==> src/hw/rtl/dtp_pkg.sv <==
// ----------------------------------------------------------------------------
// dtp_pkg
// shared types and constants of the disparity reprojection pipeline
// ----------------------------------------------------------------------------
`default_nettype none

package dtp_pkg;

   localparam int unsigned QuotBits = 32;
   localparam int unsigned DenBits  = 47;
   localparam int unsigned RemBits  = DenBits + 1;

   localparam logic [2:0] RegNegCenterX   = 3'd0;
   localparam logic [2:0] RegNegCenterY   = 3'd1;
   localparam logic [2:0] RegFocalLength  = 3'd2;
   localparam logic [2:0] RegInvBaseline  = 3'd3;
   localparam logic [2:0] RegWOffset      = 3'd4;
   localparam logic [2:0] RegMinDisparity = 3'd5;
   localparam logic [2:0] RegMaxDepth     = 3'd6;
   localparam logic [2:0] RegColorEnable  = 3'd7;

   localparam logic [7:0] GrayLevel = 8'd200;

   typedef struct packed {
      logic signed [31:0] neg_center_x;
      logic signed [31:0] neg_center_y;
      logic signed [31:0] focal_length;
      logic signed [31:0] inv_baseline_neg;
      logic signed [31:0] w_offset;
      logic signed [15:0] min_disparity;
      logic        [30:0] max_depth_limit;
      logic               color_enable;
   } cfg_type;

   typedef struct packed {
      logic                neg;
      logic                ovf;
      logic [RemBits-1:0]  rem;
      logic [QuotBits-1:0] dvd;
   } lane_type;

   typedef struct packed {
      logic               valid;
      logic [DenBits-1:0] den;
      lane_type           lx;
      lane_type           ly;
      lane_type           lz;
      logic [7:0]         red;
      logic [7:0]         green;
      logic [7:0]         blue;
   } tok_type;

endpackage

`default_nettype wire

==> src/hw/rtl/dtp_div_step.sv <==
// ----------------------------------------------------------------------------
// dtp_div_step
// one restoring division bit for the three quotient lanes
// ----------------------------------------------------------------------------
`default_nettype none

module dtp_div_step import dtp_pkg::*; (
   input  wire logic    clock,
   input  wire logic    reset,
   input  wire logic    adv,
   input  wire tok_type tok_in,
   output tok_type      tok_out
);

   tok_type tok_ff, tok_in_nx;

   function automatic lane_type lane_step(input lane_type l, input logic [DenBits-1:0] den);
      logic [RemBits-1:0] rem2;
      logic               ge;
      lane_type           r;
      rem2  = {l.rem[RemBits-2:0], l.dvd[QuotBits-1]};
      ge    = rem2 >= {1'b0, den};
      r     = l;
      r.rem = ge ? rem2 - {1'b0, den} : rem2;
      r.dvd = {l.dvd[QuotBits-2:0], ge};
      return r;
   endfunction

   always_comb begin
      tok_in_nx    = tok_in;
      tok_in_nx.lx = lane_step(tok_in.lx, tok_in.den);
      tok_in_nx.ly = lane_step(tok_in.ly, tok_in.den);
      tok_in_nx.lz = lane_step(tok_in.lz, tok_in.den);
   end

   always_ff @(posedge clock) begin
      if (reset) begin
         tok_ff.valid <= 1'b0;
      end else if (adv) begin
         tok_ff <= tok_in_nx;
      end
   end

   assign tok_out = tok_ff;

endmodule

`default_nettype wire

==> config.mk <==
export PLATFORM = sky130hd
export DESIGN_NAME = dtp_div_step
export DESIGN_NICKNAME = d
export VERILOG_FILES = /design/src/hw/rtl/dtp_pkg.sv /design/src/hw/rtl/dtp_div_step.sv
export SDC_FILE = /design/constraint.sdc
export NUM_CORES = 1
export LEC_CHECK = 0
export ABC_AREA = 0
export BUFFER_PORTS_ARGS = -buffer_cell sky130_fd_sc_hd__buf_2
export CORE_AREA = 2 2 246 248
export CTS_CLUSTER_SIZE = 16
export DETAILED_ROUTE_END_ITERATION = 8
export DIE_AREA = 0 0 248 250
export GPL_TIMING_DRIVEN = 0
export PLACE_DENSITY = 0.57
export RECOVER_POWER = 25
export SLEW_MARGIN = 10
export SYNTH_ARGS = -nofsm -noshare
export SYNTH_HDL_FRONTEND = slang
export SYNTH_SLANG_ARGS = --single-unit
==> constraint.sdc <==
create_clock -name clock -period 17.4 [get_ports clock]
set_input_delay 2.61 -clock clock [delete_from_list [all_inputs] [get_ports clock]]
set_output_delay 2.61 -clock clock [all_outputs]
set_load 0.02 [all_outputs]
Word level (Yosys, flattened, before mapping). Cells that the tools add are included.

Flip-flop bits (word level): 318. Latch bits: 0. Memory bits (writable): 0. Memory bits (read-only): 0. Output and inout bits: 318. Memories: 0.

Add/subtract/negate cells: 3. Multiply operators: 0. Divide/modulo/power cells: 0. $lt $le $gt $ge: 3. Eq/ne operators: 0. Shift-type cells: 0. Mux-type cells: 3. Bitwise logic cells: 1. Reductions and logical operators: 1.

Operators with widths (number): 48-bit by 47-bit >= comparator with 1-bit output (3); 48-bit two-way mux (3); 48-bit by 47-bit subtractor with 48-bit output (3); 2-bit AND reduction (1); 1-bit inverter (1).

Depth between registers and ports, before layout.
Depth in word-level cells: 2. Depth in mapped cells: 15. Depth with buffers taken out: 13.

Least setup slack after synthesis. OpenSTA, ideal clock, no wires.

Path type: input port to flip-flop. Start point: input port reset. End point: register tok_ff, in the netlist tok_out[0], enable pin. Library setup time: 1.045 ns. Arrival: 16.616 ns. Slack: -0.261 ns. Cell stages on the path: 1. Path buffers: 0. Path through: nor2b_1.

Word-level cells in the longest chain between the ends: 2.

Ends and longest elaborated chain: from (decl) (RTL line dtp_div_step.sv:9) `input wire logic reset,`; 1-bit inverter (no line); 2-bit AND reduction (no line); to (signal assigned) (RTL line dtp_div_step.sv:40) `tok_ff <= tok_in_nx;`; to (decl) (RTL line dtp_div_step.sv:15) `tok_type tok_ff, tok_in_nx;`.

Every way passes these cells. A chain may end at the register's enable or synchronous reset.

==> results.json <==
{
  "status": "complete, but fails checks",
  "violations": "max-capacitance violations, max-slew violations",
  "crit_path_start_kind": "input port",
  "cts_buffer_depth": 3,
  "worstPathArrival_ns": 7.34,
  "clk_pin_slew_ns": 0.05,
  "yosysTopAreaCellShare_pct": 49.2,
  "fin_hold_ws_ns": 0.541,
  "ys_ff_latch": 318,
  "netlist_area_sq_um": 19300,
  "synth_ff_type": "edfxtp_1",
  "htreeDepth": 2,
  "synthesis.nets": 2269,
  "die_area_sq_um": 62000,
  "clk_latency_ns": 0.55,
  "hpwlAfterDp_microns": 62100,
  "nets": 2957,
  "cts_inserted_buffers": 40,
  "first_global_vias": 17000,
  "first_iter_violations": 929,
  "routedWlPerCell_microns": 22.4,
  "cts_tree": "yes",
  "numClockSinks": 318,
  "synth_cells": 1804,
  "drt-vias-per-instance": 5.14,
  "antenna_found_initial": 21,
  "grt_max_degree": 33,
  "die_w_microns": 248,
  "drv_cap": 2,
  "async_flop_share_pct": 0,
  "holdBufCountCts": 0,
  "p_leak_nw": 10.7,
  "globalplace.congestion": 0.912,
  "largest_register_ffs": 318,
  "tns_ns": 0,
  "row_count": 90,
  "io_pins": 639,
  "worstPathRequired_ns": 17.70,
  "endpoint_kind": "register",
  "max_slew_margin_pct": -14.4,
  "num_vias": 17100,
  "root_buffer": "clkbuf_16",
  "drive_gt1_share_pct": 29.7,
  "synth_warnings": 0,
  "fmaxAchievable_mhz": 142,
  "synth_top_area_cell": "edfxtp_1",
  "num-fill-cells": 5868,
  "total_power_mw": 2.37,
  "finalSetupViolCount": 0,
  "timing.final.crit_share_pct": 40.5,
  "syn2layout_area_growth_pct": 28.5,
  "hp-class": "register to register",
  "ir_drop_v": 0.0000802,
  "worstMarginPinSlew_ns": 1.72,
  "initial_core_util_pct": 32.4,
  "fin_skew_ns": 0,
  "overflow": 0,
  "postCtsSetupBuffers": 0,
  "ys_types": 72,
  "path_max_fanout": 10,
  "p_per_area_nw_per_um2": 95.4,
  "finalCriticalPeriod_ns": 7.04,
  "core_sq_um": 59600,
  "synth_edf_count": 317,
  "syn-mean-instance-area_sq_um": 10.7,
  "routed_wirelength_microns": 74200,
  "yosysSeqAreaShare_pct": 49.4,
  "grt_usage_pct": 23.0,
  "dr.pass1.iters": 8,
  "remaining_drc_errors": 0,
  "ant_nets": 0,
  "crit_type": "input port to register",
  "grt_pass1_wl_microns": 106000,
  "synth.area.top_cells": "edfxtp_1 49%, ha_1 9.1%, o21ai_0 4.0%",
  "final-hold-violation-count": 0,
  "dieHeight_microns": 250,
  "rsz0062_at_grt": "false",
  "final-max-slew-violation-count": 62,
  "cts_resized": 0,
  "portBuffers": 635
}
## cell usage after synthesis, types with 15 or more instances
master and instances:
xnor2_1 65, a211oi_1 15, a21oi_1 134, inv_1 86, ha_1 141, o21ai_0 155, edfxtp_1 317, nand2b_1 15
mux2_2 42, o21a_1 21, and3_1 21, buf_2 20, o31ai_1 15, nor2_1 75, nand2_1 200, nor2b_1 16
xor2_1 65, clkbuf_1 46, nand3_1 37, a21o_1 90, a31oi_1 31, o21bai_1 21, nand4_1 26
## layout by cell type (no fill, tap or decap), types with 8 or more instances in the layout
master	netlist	final
a211oi_1	15	15
a21o_1	90	90
a21oi_1	134	134
a31o_2	9	9
a31oi_1	31	31
a41oi_1	8	8
and2_1	10	10
and3_1	21	21
buf_12	0	8
buf_2	20	618
clkbuf_1	46	98
clkbuf_16	0	41
diode_2	0	11
edfxtp_1	317	317
ha_1	141	141
inv_1	86	86
mux2_2	42	42
nand2_1	200	200
nand2b_1	15	15
nand3_1	37	37
nand4_1	26	26
nor2_1	75	75
nor2b_1	16	16
nor3_1	11	11
o211ai_1	9	9
o21a_1	21	21
o21ai_0	155	155
o21bai_1	21	21
o31ai_1	15	15
xnor2_1	65	65
xor2_1	65	65
## through the flow
stage / setup WS, ns / cells / utilization (%) / instance area (sq um)
4_1_cts: 10.46 / 3305 / 41.8 / 24900
3_3_place_gp: 2.46 / 3221 / 39.4 / 23500
2_1_floorplan: 6.10 / 1804 / - / 19300
6_report: 10.36 / 3316 / 41.7 / 24800
3_5_place_dp: 9.86 / 3232 / 39.8 / 23700
5_1_grt: 10.24 / 3311 / 41.7 / 24800
## report_power, final
| part | internal [mW] | total, mW | switching (mW) | leakage, nW |
|---|---|---|---|---|
| Combinational | 0.238 | 0.654 | 0.415 | 7.17 |
| Sequential | 0.933 | 0.950 | 0.0172 | 2.97 |
| Clock | 0.435 | 0.766 | 0.330 | 0.567 |
## metal layers
layer  routed length [microns]  GRT usage (%)  vias up
met5                       132              0        -
met4                      2770           9.02       20
met3                      5180           5.52      125
met2                     36200           39.7      602
met1                     29900           27.4     8137
li1                          -              -     8173
## critical path, cell delays in order
cell and delay, ns:
clkbuf_1 0.23, ha_1 0.30, fa_1 0.39, nand2b_1 0.19, a21o_1 0.21, a21oi_1 0.41
a21oi_1 0.16, o21a_1 0.18, o211ai_1 0.46, a21oi_1 0.22, o31a_1 0.37, o2111ai_1 0.66
buf_4 0.32, buf_6 0.24, mux2_1 0.38
## cell families (layout without fill, tap and decap cells)
logic type / Yosys count / after routing / synth area share [%]
xor gates and xnor gates: 130 / 130 / 5.89
DFF: 318 / 318 / 49.4
AOI/OAI and AO/OA: 561 / 561 / 18.5
buffers and inverters: 157 / 876 / 3.26
adders and majority gates: 144 / 144 / 9.44
and+or+nand+nor: 442 / 442 / 10.6
muxes: 52 / 52 / 3.00
other: 0 / 11 / 0
## worst paths after layout
kind                        startpoint                        end  slack, ns  cells past startpoint
min reg2reg  tok_out[317]$_SDFFE_PP0P_  tok_out[317]$_SDFFE_PP0P_       0.54                      2
min          tok_out[317]$_SDFFE_PP0P_  tok_out[317]$_SDFFE_PP0P_       0.54                      2
max                        tok_in[270]     tok_out[102]$_DFFE_PP_      10.36                     15
max reg2reg  tok_out[317]$_SDFFE_PP0P_  tok_out[317]$_SDFFE_PP0P_      16.80                      2
## area by class of cell
class	count	area [sq um]	share of cell area [%]
antenna	11	27.5	0.111
buffer	70	303	1.22
clock buffer	53	1070	4.31
clock inverter	20	125	0.504
inverter	87	327	1.31
multi-input combinational	1329	9160	36.9
sequential	318	9540	38.4
tap	782	978	3.94
timing repair buffer	646	3300	13.3
Note: power is estimated with default switching activity, not from simulation.
