`src/hw/rtl/dtp_pkg.sv`:
```
// ----------------------------------------------------------------------------
// dtp_pkg
// shared types and constants of the disparity reprojection pipeline
// ----------------------------------------------------------------------------
`default_nettype none

package dtp_pkg;

   localparam int unsigned QuotBits = 32;
   localparam int unsigned DenBits  = 47;
   localparam int unsigned RemBits  = DenBits + 1;

   localparam logic [2:0] RegNegCenterX   = 3'd0;
   localparam logic [2:0] RegNegCenterY   = 3'd1;
   localparam logic [2:0] RegFocalLength  = 3'd2;
   localparam logic [2:0] RegInvBaseline  = 3'd3;
   localparam logic [2:0] RegWOffset      = 3'd4;
   localparam logic [2:0] RegMinDisparity = 3'd5;
   localparam logic [2:0] RegMaxDepth     = 3'd6;
   localparam logic [2:0] RegColorEnable  = 3'd7;

   localparam logic [7:0] GrayLevel = 8'd200;

   typedef struct packed {
      logic signed [31:0] neg_center_x;
      logic signed [31:0] neg_center_y;
      logic signed [31:0] focal_length;
      logic signed [31:0] inv_baseline_neg;
      logic signed [31:0] w_offset;
      logic signed [15:0] min_disparity;
      logic        [30:0] max_depth_limit;
      logic               color_enable;
   } cfg_type;

   typedef struct packed {
      logic                neg;
      logic                ovf;
      logic [RemBits-1:0]  rem;
      logic [QuotBits-1:0] dvd;
   } lane_type;

   typedef struct packed {
      logic               valid;
      logic [DenBits-1:0] den;
      lane_type           lx;
      lane_type           ly;
      lane_type           lz;
      logic [7:0]         red;
      logic [7:0]         green;
      logic [7:0]         blue;
   } tok_type;

endpackage

`default_nettype wire

```
`src/hw/rtl/dtp_back.sv`:
```
// ----------------------------------------------------------------------------
// dtp_back
// depth range check, x/y saturation and output register
// ----------------------------------------------------------------------------
`default_nettype none

module dtp_back import dtp_pkg::*; (
   input  wire logic         clock,
   input  wire logic         reset,
   input  wire logic         adv,
   input  wire tok_type      tok_in,
   input  wire logic [30:0]  max_depth_limit,
   output logic              rsp_valid,
   output logic signed [31:0] rsp_point_x,
   output logic signed [31:0] rsp_point_y,
   output logic [30:0]       rsp_point_z,
   output logic [7:0]        rsp_out_red,
   output logic [7:0]        rsp_out_green,
   output logic [7:0]        rsp_out_blue
);

   logic        valid_ff, valid_in;
   logic [31:0] x_ff, x_in, y_ff, y_in;
   logic [30:0] z_ff;
   logic [7:0]  r_ff, g_ff, b_ff;

   function automatic logic [31:0] sat_q(input lane_type l);
      logic [31:0] res;
      if (!l.neg) begin
         res = (l.ovf || l.dvd[31]) ? 32'h7fff_ffff : l.dvd;
      end else begin
         res = (l.ovf || (l.dvd > 32'h8000_0000)) ? 32'h8000_0000 : 32'(-l.dvd);
      end
      return res;
   endfunction

   always_comb begin
      valid_in = tok_in.valid && !tok_in.lz.neg && !tok_in.lz.ovf
              && (tok_in.lz.dvd != 32'd0)
              && (tok_in.lz.dvd <= {1'b0, max_depth_limit});
      x_in = sat_q(tok_in.lx);
      y_in = sat_q(tok_in.ly);
   end

   always_ff @(posedge clock) begin
      if (reset) begin
         valid_ff <= 1'b0;
      end else if (adv) begin
         valid_ff <= valid_in;
      end
   end

   always_ff @(posedge clock) begin
      if (adv) begin
         x_ff <= x_in;
         y_ff <= y_in;
         z_ff <= tok_in.lz.dvd[30:0];
         r_ff <= tok_in.red;
         g_ff <= tok_in.green;
         b_ff <= tok_in.blue;
      end
   end

   assign rsp_valid     = valid_ff;
   assign rsp_point_x   = x_ff;
   assign rsp_point_y   = y_ff;
   assign rsp_point_z   = z_ff;
   assign rsp_out_red   = r_ff;
   assign rsp_out_green = g_ff;
   assign rsp_out_blue  = b_ff;

endmodule

`default_nettype wire

```
`config.mk`:
```
export PLATFORM = sky130hd
export DESIGN_NAME = dtp_back
export DESIGN_NICKNAME = d
export VERILOG_FILES = /design/src/hw/rtl/dtp_pkg.sv /design/src/hw/rtl/dtp_back.sv
export SDC_FILE = /design/constraint.sdc
export NUM_CORES = 1
export LEC_CHECK = 0
export BUFFER_PORTS_ARGS = -buffer_cell sky130_fd_sc_hd__buf_4
export CELL_PAD_IN_SITES_DETAIL_PLACEMENT = 0
export CELL_PAD_IN_SITES_GLOBAL_PLACEMENT = 2
export CORE_AREA = 4 4 181 183
export CTS_CLUSTER_SIZE = 8
export DETAILED_ROUTE_END_ITERATION = 8
export DIE_AREA = 0 0 185 187
export HOLD_SLACK_MARGIN = 0.15
export PLACE_DENSITY_LB_ADDON = 0.1
export SYNTH_ARGS = -nofsm -noshare
export SYNTH_HDL_FRONTEND = slang
export SYNTH_SLANG_ARGS = --single-unit
```
`constraint.sdc`:
```
create_clock -name clock -period 3.1 [get_ports clock]
set_input_delay 0.465 -clock clock [delete_from_list [all_inputs] [get_ports clock]]
set_output_delay 0.465 -clock clock [all_outputs]
set_load 0.005 [all_outputs]
```
### Word level (Yosys, flattened, before mapping)

Index checks and enable logic that the tools add are counted.

* order comparisons: 3
* mux-type cells: 6
* add/subtract/negate cells: 2
* reduce and logical (&&, ||, !) cells: 11

Operators by type and width (count)
* 2-to-1 mux 32 bit: 6
* > comparator 32 bit (second input constant): 2
* negator 32 bit: 2
* less-or-equal comparator 32 x 31 -> 1 bit: 1
* nonzero test 32 bit: 1
* logical AND 1 bit: 4
* logical OR 1 bit: 4
* logical NOT 1 bit: 2

* register bits: 120
* logic and storage cells: 29

### Longest topological paths before layout

* depth in word-level cells: 5
* depth in mapped cells: 9

### Least setup slack after synthesis

Ideal clock, no wire load.

* path kind: input port to flip-flop
* start: input port tok_in[106] (netlist bit)
* end: register y_ff[16], in the netlist rsp_point_y[16] (data pin)
* slack: 0.407 ns
* arrival time: 2.523 ns
* setup time: 0.170 ns
* stages: 8
* path buffers: 1
* path through: inv_1 -> ha_1 -> or3b_2 -> or4_4 -> nor3_4 -> a311oi_4 -> buf_6 -> a311oi_2

* word-level cells in the longest chain between the ends: 4
* elaborated cells between the ends (all ways): 5

RTL lines
* start: declaration: line dtp_back.sv:11 `input wire tok_type tok_in,`
* > comparator 32 bit: line dtp_back.sv:32 `res = (l.ovf || (l.dvd > 32'h8000_0000)) ? 32'h8000_0000 : 32'(-l.dvd);`
* logical OR 1 bit: line dtp_back.sv:32
* 2-to-1 mux 32 bit (*): line dtp_back.sv:32
* 2-to-1 mux 32 bit (*): line dtp_back.sv:29 `if (!l.neg) begin`
* net y_in[16]: line dtp_back.sv:23 `logic [31:0] x_ff, x_in, y_ff, y_in;`
* end signal: assignment: line dtp_back.sv:56 `y_ff <= y_in;`
* end: declaration: line dtp_back.sv:23

The timed path passes the listed nets; every way through them passes the cells marked *.
A chain may end at the register's enable or synchronous reset.

### Worst setup path after layout

* start: input port tok_in[116] (netlist bit)
* end: register y_ff[29], in the netlist rsp_point_y[29] (data pin)

The elaborated chain is that of the path after synthesis.

==> impl_results.md <==
- 1st-iter DRT viols: 299
- Slowest CP cell: or4_1
- RSZ-0062 raised after global routing: false
- Antenna Cells: 0
- Hold buffer count at cts: 0
- Sw frac: 0.247
- Post-synth EDFFs: 119
- Max layer used: met4
- Via density: 4.64
- Cell area after synthesis: 0.00667 mm^2
- F_max: 0.393 GHz
- Max-cap violation count: 0
- Clock power frac: 0.434
- Synth cell count leaders: edfxtp_1 (119), a21oi_1 (49), inv_1 (43), nor2_1 (42), ha_1 (33)
- Total number of vias: 6166
- CP peak stage delay: 700 ps
- CTS Sinks: 120
- Area leader, netlist: edfxtp_1
- Detail Placement HPWL: 19.0 mm
- Post-DRT Antenna Nets: 0
- Synth top area share: 0.536
- Vias in the first global route: 6373
- Placed Cells: 1296
- M1 wire length: 10.4 mm
- DRT Pass-1 Iters: 4
- Sequential power share: 0.403
- Clk slew on worst S/H paths: 60 ps
- CTS Buf Count: 17
- Status: complete, no violations
- Final Hold Viols: 0
- Yosys warning count: 0
- Crit-path cells: buf_4 -> or4_4 -> or4_1 -> nor3_4 -> nand3_1 -> xnor2_1 -> a211oi_1
- Postcts setup bufs: 0
- NetSw: 1.22 mW
- Synthesized area per cell: 11.0 um^2
- Max-slew headroom: 0.451
- Number of H-tree levels: 4
- Die ar.: 0.0346 mm^2
- Drt total wl: 24.6 mm
- Most common cell in the netlist: edfxtp_1
- NumNets Final: 1298
- Comb pwr share: 0.163
- Main synth FF type: edfxtp_1
- Metal2 WL: 12.5 mm
- Worst-Margin Slew: 824 ps
- Initial antenna violation count: 0
- Total GRT Usage: 0.139
- Max-slew violations: 0
- Non-Filler Instances: 1328
- Clk root buf: clkbuf_16
- Worst Setup Path Type: input pin to register
- Endpoints failing setup: 0
- CP Max Fanout: 7
- Clock skew: 0 ps
- Flops & latches, synth: 120
- Peak VDD IR: 0.000333 V
- Pwr Total: 4.94 mW
- Hold slack: 222 ps
- Die height: 187 um
- Area contributors post-synth: edfxtp_1 (54%), ha_1 (6.2%), a21oi_1 (3.7%)
- Drc violations: 0
- Crit path arrival time: 2780 ps
- Clock Tree Buf Depth: 2
- Sequential-to-total area share from yosys stat: 0.539
- Filler cells: 3228
- GR Overflow Total: 0
- Routed wire length per instance: 18.5 um
- Util after Layout: 0.322
- Pwr/cell area: 492 mW/mm^2
- CTS tree: done
- Initial core utilization: 0.214
- Top-level I/O count: 472
- Part of the cycle the worst path needs: 0.820
- Buffers added on ports: 280
- Core ar.: 0.0312 mm^2
- CP Capture Type: register
- Fraction of registers with async set/reset: 0
- Die width: 185 um
- First-pass GRT wire length: 37.4 mm
- Worst skew pair latency: 410 ps
- Netlist cell types: 63
- Post-CTS sizing: 0
- Tmin final: 2540 ps
- GP Congestion: 0.774
- Hold Path Class: input pin to register
- FP Rows: 65
- Critical Path Start Type: input pin
- Syn nets: 991
- Area growth syn-to-layout: 50.7%
- WL met3: 1.36 mm
- Required @ worst endpoint: 3340 ps
- Power Internal: 3.72 mW
- Leak Pwr: 4.07 nW
- Largest net degree at the start of global routing: 53
- Post-Syn Instances: 606
- Setup TNS: 0 ps
- Share of layout cells above drive strength 1: 0.393
[cell type report]
class / instances / area (um^2) / share of cell area
sequential: 120 / 3590 / 0.358
multi-input combinational: 420 / 2820 / 0.281
timing repair buffer: 310 / 2340 / 0.233
tap: 402 / 503 / 0.0501
clock buffer: 18 / 429 / 0.0427
clock inverter: 14 / 196 / 0.0195
inverter: 44 / 165 / 0.0164
[sequential cells by signal (all words and copies together), names as in the netlist]
| signal | count |
|---|---|
| rsp_out_red | 8 |
| rsp_out_green | 8 |
| rsp_valid | 1 |
| rsp_out_blue | 8 |
| rsp_point_y | 32 |
| rsp_point_z | 31 |
| rsp_point_x | 32 |
[worst max-delay path, delay by kind of cell]
kind            cells  cell delay, ps
compound gates      1             230
buf+inv             1             130
xor+xnor            1             150
simple gates        4            1780
[routing by layer]
metal,vias to the layer above,track usage
met5,-,0
met4,0,0.0381
met3,22,0.0346
met2,185,0.242
met1,2945,0.171
li1,3014,-
[cell usage in the layout, fill, tap and decap left out, types with 9 or more instances in the layout]
cell	n
o22ai_1	9
inv_1	43
nor4_1	21
clkbuf_16	17
a21oi_1	49
or3_1	16
or4_1	10
nand4_1	11
buf_4	309
edfxtp_1	119
nand2_1	29
ha_1	33
nor2_1	42
o21ai_0	30
o311ai_1	14
nor3_1	28
nand3_1	19
[path summary, 6_finish.rpt]
path | from | endpoint | slack, ps | depth (start not counted)
max | tok_in[116] | rsp_point_y[29] | 560 | 7
min | tok_in[12] | rsp_out_green[4] | 220 | 1
max reg2reg | rsp_valid | rsp_valid | 1990 | 4
min reg2reg | rsp_valid | rsp_valid | 590 | 3
[power by group through the flow]
stage | Clock, mW | Sequential [mW] | Combinational (mW)
after floorplan | 0 | 2.04 | 0.227
after global placement | 0 | 2.02 | 0.815
after detailed placement | 0 | 2.03 | 0.822
after CTS | 2.23 | 1.99 | 0.825
after global routing | 2.31 | 2.00 | 0.891
final | 2.15 | 1.99 | 0.805
[through the flow]
step	setup WS (ps)	instance area, um^2
final	558	10000
after global routing	401	10000
after CTS	548	10000
after detailed placement	104	9420
after global placement	96.5	9420
after floorplan	407	6670
[kinds of logic (layout without fill, tap and decap cells)]
group,Yosys count,count (layout),synth area share
multiplexers,2,2,0.00319
adder cells (fa/ha/maj),33,33,0.0619
buffers and inverters,66,386,0.0388
XOR/XNOR,1,1,0.00131
AO/OA/AOI/OAI,169,169,0.176
flip-flops,120,120,0.539
AND/OR/NAND/NOR,215,215,0.180
Power figures use the tool's default switching activity.
