==> src/hw/rtl/dtp_pkg.sv <==
// ----------------------------------------------------------------------------
// dtp_pkg
// shared types and constants of the disparity reprojection pipeline
// ----------------------------------------------------------------------------
`default_nettype none

package dtp_pkg;

   localparam int unsigned QuotBits = 32;
   localparam int unsigned DenBits  = 47;
   localparam int unsigned RemBits  = DenBits + 1;

   localparam logic [2:0] RegNegCenterX   = 3'd0;
   localparam logic [2:0] RegNegCenterY   = 3'd1;
   localparam logic [2:0] RegFocalLength  = 3'd2;
   localparam logic [2:0] RegInvBaseline  = 3'd3;
   localparam logic [2:0] RegWOffset      = 3'd4;
   localparam logic [2:0] RegMinDisparity = 3'd5;
   localparam logic [2:0] RegMaxDepth     = 3'd6;
   localparam logic [2:0] RegColorEnable  = 3'd7;

   localparam logic [7:0] GrayLevel = 8'd200;

   typedef struct packed {
      logic signed [31:0] neg_center_x;
      logic signed [31:0] neg_center_y;
      logic signed [31:0] focal_length;
      logic signed [31:0] inv_baseline_neg;
      logic signed [31:0] w_offset;
      logic signed [15:0] min_disparity;
      logic        [30:0] max_depth_limit;
      logic               color_enable;
   } cfg_type;

   typedef struct packed {
      logic                neg;
      logic                ovf;
      logic [RemBits-1:0]  rem;
      logic [QuotBits-1:0] dvd;
   } lane_type;

   typedef struct packed {
      logic               valid;
      logic [DenBits-1:0] den;
      lane_type           lx;
      lane_type           ly;
      lane_type           lz;
      logic [7:0]         red;
      logic [7:0]         green;
      logic [7:0]         blue;
   } tok_type;

endpackage

`default_nettype wire

==> src/hw/rtl/dtp_front.sv <==
// ----------------------------------------------------------------------------
// dtp_front
// disparity filter, W product and sum, magnitudes and overflow check
// ----------------------------------------------------------------------------
`default_nettype none

module dtp_front import dtp_pkg::*; #(
   parameter int MaxCols = 4096,
   parameter int MaxRows = 4096
) (
   input  wire logic               clock,
   input  wire logic               reset,
   input  wire logic               adv,
   input  wire logic               in_valid,
   input  wire logic signed [15:0] disparity,
   input  wire logic        [11:0] pixel_x,
   input  wire logic        [11:0] pixel_y,
   input  wire logic        [7:0]  src_blue,
   input  wire logic        [7:0]  src_green,
   input  wire logic        [7:0]  src_red,
   input  wire cfg_type            cfg,
   output tok_type                 tok_out
);

   // stage a
   logic               a_valid_ff, a_valid_in;
   logic signed [47:0] a_prod_ff, a_prod_in;
   logic signed [33:0] a_nx_ff, a_nx_in, a_ny_ff, a_ny_in;
   logic [7:0]         a_r_ff, a_g_ff, a_b_ff, a_r_in, a_g_in, a_b_in;
   logic [11:0]        px_cl, py_cl;

   // stage b
   logic               b_valid_ff;
   logic signed [47:0] b_w_ff, b_w_in;
   logic signed [33:0] b_nx_ff, b_ny_ff;
   logic [7:0]         b_r_ff, b_g_ff, b_b_ff;

   // stage c
   logic               c_valid_ff, c_valid_in;
   logic [DenBits-1:0] c_den_ff, c_den_in;
   lane_type           c_lx_ff, c_ly_ff, c_lz_ff, c_lx_in, c_ly_in, c_lz_in;
   logic [7:0]         c_r_ff, c_g_ff, c_b_ff;
   logic [47:0]        w_mag;

   // stage d
   tok_type            d_tok_ff, d_tok_in;

   function automatic lane_type lane_init(input logic signed [33:0] n, input logic wneg);
      logic [33:0] mag;
      lane_type    l;
      mag   = n[33] ? 34'(-n) : n;
      l.neg = n[33] ^ wneg;
      l.ovf = 1'b0;
      l.rem = {{(RemBits-30){1'b0}}, mag[33:4]};
      l.dvd = {mag[3:0], 28'b0};
      return l;
   endfunction

   always_comb begin
      px_cl = ({5'b0, pixel_x} > 17'(MaxCols - 1)) ? 12'(MaxCols - 1) : pixel_x;
      py_cl = ({5'b0, pixel_y} > 17'(MaxRows - 1)) ? 12'(MaxRows - 1) : pixel_y;
      a_valid_in = in_valid && (disparity >= cfg.min_disparity);
      a_prod_in  = cfg.inv_baseline_neg * disparity;
      a_nx_in    = $signed({6'b0, px_cl, 16'b0})
                 + $signed({{2{cfg.neg_center_x[31]}}, cfg.neg_center_x});
      a_ny_in    = $signed({6'b0, py_cl, 16'b0})
                 + $signed({{2{cfg.neg_center_y[31]}}, cfg.neg_center_y});
      if (cfg.color_enable) begin
         a_r_in = src_red;
         a_g_in = src_green;
         a_b_in = src_blue;
      end else begin
         a_r_in = GrayLevel;
         a_g_in = GrayLevel;
         a_b_in = GrayLevel;
      end
   end

   always_comb begin
      b_w_in = a_prod_ff + $signed({{12{cfg.w_offset[31]}}, cfg.w_offset, 4'b0});
   end

   always_comb begin
      w_mag      = b_w_ff[47] ? 48'(-b_w_ff) : b_w_ff;
      c_valid_in = b_valid_ff && (b_w_ff != 48'sd0);
      c_den_in   = w_mag[DenBits-1:0];
      c_lx_in    = lane_init(b_nx_ff, b_w_ff[47]);
      c_ly_in    = lane_init(b_ny_ff, b_w_ff[47]);
      c_lz_in    = lane_init($signed({{2{cfg.focal_length[31]}}, cfg.focal_length}),
                             b_w_ff[47]);
   end

   always_comb begin
      d_tok_in        = '0;
      d_tok_in.valid  = c_valid_ff;
      d_tok_in.den    = c_den_ff;
      d_tok_in.lx     = c_lx_ff;
      d_tok_in.ly     = c_ly_ff;
      d_tok_in.lz     = c_lz_ff;
      d_tok_in.lx.ovf = c_lx_ff.rem >= {1'b0, c_den_ff};
      d_tok_in.ly.ovf = c_ly_ff.rem >= {1'b0, c_den_ff};
      d_tok_in.lz.ovf = c_lz_ff.rem >= {1'b0, c_den_ff};
      d_tok_in.red    = c_r_ff;
      d_tok_in.green  = c_g_ff;
      d_tok_in.blue   = c_b_ff;
   end

   always_ff @(posedge clock) begin
      if (reset) begin
         a_valid_ff     <= 1'b0;
         b_valid_ff     <= 1'b0;
         c_valid_ff     <= 1'b0;
         d_tok_ff.valid <= 1'b0;
      end else if (adv) begin
         a_valid_ff     <= a_valid_in;
         b_valid_ff     <= a_valid_ff;
         c_valid_ff     <= c_valid_in;
         d_tok_ff       <= d_tok_in;
      end
   end

   always_ff @(posedge clock) begin
      if (adv) begin
         a_prod_ff <= a_prod_in;
         a_nx_ff   <= a_nx_in;
         a_ny_ff   <= a_ny_in;
         a_r_ff    <= a_r_in;
         a_g_ff    <= a_g_in;
         a_b_ff    <= a_b_in;
         b_w_ff    <= b_w_in;
         b_nx_ff   <= a_nx_ff;
         b_ny_ff   <= a_ny_ff;
         b_r_ff    <= a_r_ff;
         b_g_ff    <= a_g_ff;
         b_b_ff    <= a_b_ff;
         c_den_ff  <= c_den_in;
         c_lx_ff   <= c_lx_in;
         c_ly_ff   <= c_ly_in;
         c_lz_ff   <= c_lz_in;
         c_r_ff    <= b_r_ff;
         c_g_ff    <= b_g_ff;
         c_b_ff    <= b_b_ff;
      end
   end

   assign tok_out = d_tok_ff;

endmodule

`default_nettype wire

==> config.mk <==
export PLATFORM = sky130hd
export DESIGN_NAME = dtp_front
export DESIGN_NICKNAME = d
export VERILOG_FILES = /design/src/hw/rtl/dtp_pkg.sv /design/src/hw/rtl/dtp_front.sv
export SDC_FILE = /design/constraint.sdc
export NUM_CORES = 2
export LEC_CHECK = 0
export ABC_AREA = 1
export BUFFER_PORTS_ARGS = -buffer_cell sky130_fd_sc_hd__buf_4
export CORE_MARGIN = 1
export CORE_UTILIZATION = 53
export CTS_CLUSTER_SIZE = 40
export DETAILED_ROUTE_END_ITERATION = 10
export HOLD_SLACK_MARGIN = 0.08
export MAX_ROUTING_LAYER = met4
export PLACE_DENSITY = 0.83
export SETUP_SLACK_MARGIN = 0.02
export SYNTH_ARGS = -nofsm -noshare
export SYNTH_HDL_FRONTEND = slang
export SYNTH_SLANG_ARGS = --single-unit
==> constraint.sdc <==
create_clock -name clock -period 22.4 [get_ports clock]
set_input_delay 5.6 -clock clock [delete_from_list [all_inputs] [get_ports clock]]
set_output_delay 5.6 -clock clock [all_outputs]
set_load 0.05 [all_outputs]
# Word-level counts from Yosys, hierarchy flattened
# Index checks and enable logic that the tools add are counted.
[word_totals]
in_bits = 276
n_memories = 0
register_bits = 639
ram_bits = 0
rom_bits = 0
elab_cells = 72
latch_bits = 0
out_inout_bits = 318
[classes]
div = 0
mux = 4
add_sub_neg = 7
shifts = 0
eq_ne = 0
magnitude_cmp = 4
multipliers = 1
bitwise = 4
n_reduce_logical = 4
[ops]
columns = ["operator", "count"]
rows = [
  [">= comparator 30 x 47 -> 1 bit", 3],
  ["negator 34 bit", 2],
  ["adder 29 x 32 -> 33 bit", 2],
  ["two-way mux 33 bit", 2],
  ["adder 48 x 36 -> 48 bit", 1],
  ["multiplier 32 x 16 -> 48 bit", 1],
  ["nonzero test 48 bit", 1],
  ["two-way mux 47 bit", 1],
  ["negator 47 bit", 1],
  ["negator 32 -> 34 bit", 1],
  ["two-way mux 31 bit", 1],
  [">= comparator 16 bit", 1],
  ["bitwise XOR 1 bit", 3],
  ["logical AND 1 bit", 2],
  ["AND reduction 2 bit", 1],
  ["NOT 1 bit", 1],
]

# Longest topological paths before layout
[depth]
depth_word = 2
mapped_depth = 29
ltp_nobuf = 27

# Least setup slack after synthesis
# OpenSTA, ideal clock, no wires.
[synth_path]
kind = "input-to-reg"
from = "input adv"
to = "register d_tok_ff (netlist bit tok_out[0]), enable pin"
n_path_buf = 0
required_ps = 21680
stages = 2
setup_slack_ps = 8585
setup_time_ps = 720
arrival_ps = 13095
cell_sequence = "inv_1 nor2_1"
[synth_between]
elab_chain_cells = 1
[synth_lines]
columns = ["item", "line", "rtl"]
rows = [
  ["start: declaration", "dtp_front.sv:13", "input wire logic adv,"],
  ["AND reduction 2 bit (no line)", "n/a", ""],
  ["end signal: assignment", "dtp_front.sv:118", "d_tok_ff <= d_tok_in;"],
  ["end: declaration", "dtp_front.sv:46", "tok_type d_tok_ff, d_tok_in;"],
]
# Every way passes these cells.
# A chain may end at the register's enable or synchronous reset.

# Worst setup path in the final report
[layout_path]
from = "input disparity[1]"
to = "register a_prod_ff[39] (data pin)"
[layout_between]
elab_chain_cells = 1
[layout_lines]
columns = ["item", "line", "rtl"]
rows = [
  ["start: declaration", "dtp_front.sv:15", "input wire logic signed [15:0] disparity,"],
  ["multiplier 32 x 16 -> 48 bit", "dtp_front.sv:63", "a_prod_in = cfg.inv_baseline_neg * disparity;"],
  ["net a_prod_in[39]", "dtp_front.sv:27", "logic signed [47:0] a_prod_ff, a_prod_in;"],
  ["end signal: assignment", "dtp_front.sv:124", "a_prod_ff <= a_prod_in;"],
  ["end: declaration", "dtp_front.sv:27", ""],
]
# The timed path passes the listed nets, and every way through them passes these cells.

==> impl_metrics.toml <==
[logic_synthesis]
syn_avg_cell_area_um2 = 9.281
syn_area_mm2 = 0.05074
synth_area_leader_cell = "edfxtp_1"
synth_cell_types = 53
synth_most_common_cell = "inv_1"
synth_top_flop_cell = "edfxtp_1"
yosys_warnings = 0
synthArstFlopShare = 0
synth_edf_count = 631
synthCells = 5467
synth.top_cell.area_share = 0.3734
ys_seq_elements = 635
synth_area_leaders = "edfxtp_1, fa_1, inv_1"
seq_area_frac_synth = 0.3750
synth.top_cells.by_count = "inv_1, nand2_1, edfxtp_1, fa_1, nor2_1"

[global_routing]
grt_max_degree = 180
globalRouteOverflowTotal = 0
antenna_found_initial = 5
grt_pass1_vias = 37650
grt_pass1_wl_um = 209500
grtUsageTotal = 0.2888

[placement]
hpwl_um = 110700
io_buffers = 424
gp_congestion = 1.028
postPlaceCellArea_mm2 = 0.05462

[detailed_routing]
wl_per_cell_um = 19.17
initialDrtViolationCount = 3575
drtPass1Iterations = 9
remaining_drc_errors = 2
vias = 37770
drt.antenna.violating_nets = 0
routed_wl_um = 137200
via_per_inst = 5.279

[sta]
finalSetupViolCount = 0
setup_tns_ns = 0
fmax_mhz = 87.71
period_share = 0.5090
post-route-min-period_ns = 11.40
worst_pin_slew_ns = 1.003
hold_viol = 0
slew_headroom = 0.3317
fin_worst_skew_ns = 0.05134
final_max_slew_viol_count = 0
rsz0062_at_grt = "no"

[clocking]
cts.clk_slew.worst_paths_ns = 0.06
clock_path_buffers = 3
cts_hold_buf = 0
cts.sinks = 635
cts_buffers = 58
clk_latency_ns = 0.64
post-cts-setup-buffers = 0
cts_tree = "built"
root_buffer = "clkbuf_16"
cts_resized = 0
htree_levels = 2

[worst_setup_path]
reg2reg_to = "b_w_ff[34]"
reg2reg_slack_ns = 19.70
reg2reg_depth = 11
cp-end-kind = "register"
crit_fanout = 33
critPathRequiredTime_ns = 22.75
cp.arrival_ns = 11.75
critical_path.startpoint_type = "primary input"
crit_type = "in2reg"
worstReg2RegStart = "a_prod_ff[4]"

[final_layout]
drive_gt1_frac = 0.09755
fillers = 7736
stdcell_area_mm2 = 0.05650
final_net_count = 6895
final_util = 0.5955
area_growth_pct = 11.35

[worst_hold_path]
hold_depth = 0
worstHoldEndpoint = "tok_out[283]"
hp-start = "c_den_ff[13]"
worstHoldPathType = "reg2reg"

[floorplanning]
num_rows = 113
io_pins = 594
dieArea_mm2 = 0.09698
fp.dieW_um = 311.4
start_util = 0.5348
coreArea_mm2 = 0.09487
die_y_um = 311.4

[status]
run_status = "finished, violations left"
violations = "design-rule violations"

[run]
drv_cap = 0
cells by family after synthesis:
kind of cell             count (synthesis)  synth area share
buffers and inverters                 1486            0.1202
other                                    1        0.00007391
adder cells (fa/ha/maj)                780            0.2647
XOR/XNOR                               220           0.03798
AND/OR/NAND/NOR                       1915            0.1552
AO/OA/AOI/OAI                          430           0.04680
flip-flops                             635            0.3750
how the worst max path moves through the flow:
stage | startpoint | to
CTS | disparity[1] | a_prod_ff[39]
global placement | disparity[1] | a_prod_ff[39]
global route | disparity[1] | a_prod_ff[39]
floorplan | adv | tok_out[0]
detailed placement | disparity[1] | a_prod_ff[39]
finish | disparity[1] | a_prod_ff[39]
stage by stage:
step	std cells	setup slack, ns	hold slack [ns]
2_1_floorplan	5608	8.585	0.4003
3_3_place_gp	7044	10.42	0.4002
3_5_place_dp	7044	10.31	0.4045
4_1_cts	7149	10.94	0.4162
5_1_grt	7155	10.56	0.4199
6_report	7155	11.00	0.4051
registers in the layout, summed over array words and instances, names as in the netlist, 8 cells and up:
name,flops
b_g_ff,8
b_ny_ff,33
c_g_ff,8
c_lx_ff,35
c_ly_ff,35
a_prod_ff,48
c_r_ff,8
c_lz_ff,35
b_nx_ff,33
a_ny_ff,33
a_g_ff,8
b_r_ff,8
c_b_ff,8
c_den_ff,47
tok_out,180
a_b_ff,8
a_r_ff,8
a_nx_ff,33
b_b_ff,8
b_w_ff,48
cells in the final DEF, fill, tap and decap left out, types with 134 or more instances in the layout:
| cell | count |
|---|---|
| nor2_1 | 376 |
| ha_1 | 291 |
| nand3_1 | 170 |
| conb_1 | 142 |
| edfxtp_1 | 631 |
| inv_1 | 1219 |
| a21oi_1 | 210 |
| buf_4 | 430 |
| xor2_1 | 156 |
| fa_1 | 489 |
| nand2_1 | 1191 |
| o21ai_0 | 134 |
metal layers:
metal,GRT usage,vias up,share of wire
met3,0.03640,373,0.078
li1,-,17470,-
met4,0.1242,0,0.052
met1,0.3386,18050,0.37
met2,0.4990,1883,0.50
met5,-,-,0
layout make-up:
type / instances / area [um2] / share of cell area
multi-input combinational: 3487 / 26150 / 0.4628
clock buffer: 70 / 1496 / 0.02649
timing repair buffer: 432 / 3263 / 0.05776
clock inverter: 35 / 365.4 / 0.006467
sequential: 635 / 19030 / 0.3368
inverter: 1225 / 4598 / 0.08139
antenna: 6 / 15.01 / 0.0002658
tap: 1265 / 1583 / 0.02802
critical path, cell delays in order:
cell	delay [ns]
buf_4	0.39
nand2_1	0.19
inv_1	0.16
fa_1	0.59
fa_1	0.99
fa_1	0.53
fa_1	0.48
fa_1	0.55
inv_1	0.05
fa_1	0.54
inv_1	0.05
ha_1	0.38
nand2_1	0.12
nor2_1	0.19
inv_1	0.09
nor3_1	0.36
nand3_1	0.25
nand4_1	0.16
nand2_1	0.08
Power is not shown: default switching activity piles up to over one toggle a cycle in this logic, so the estimate is an artifact.
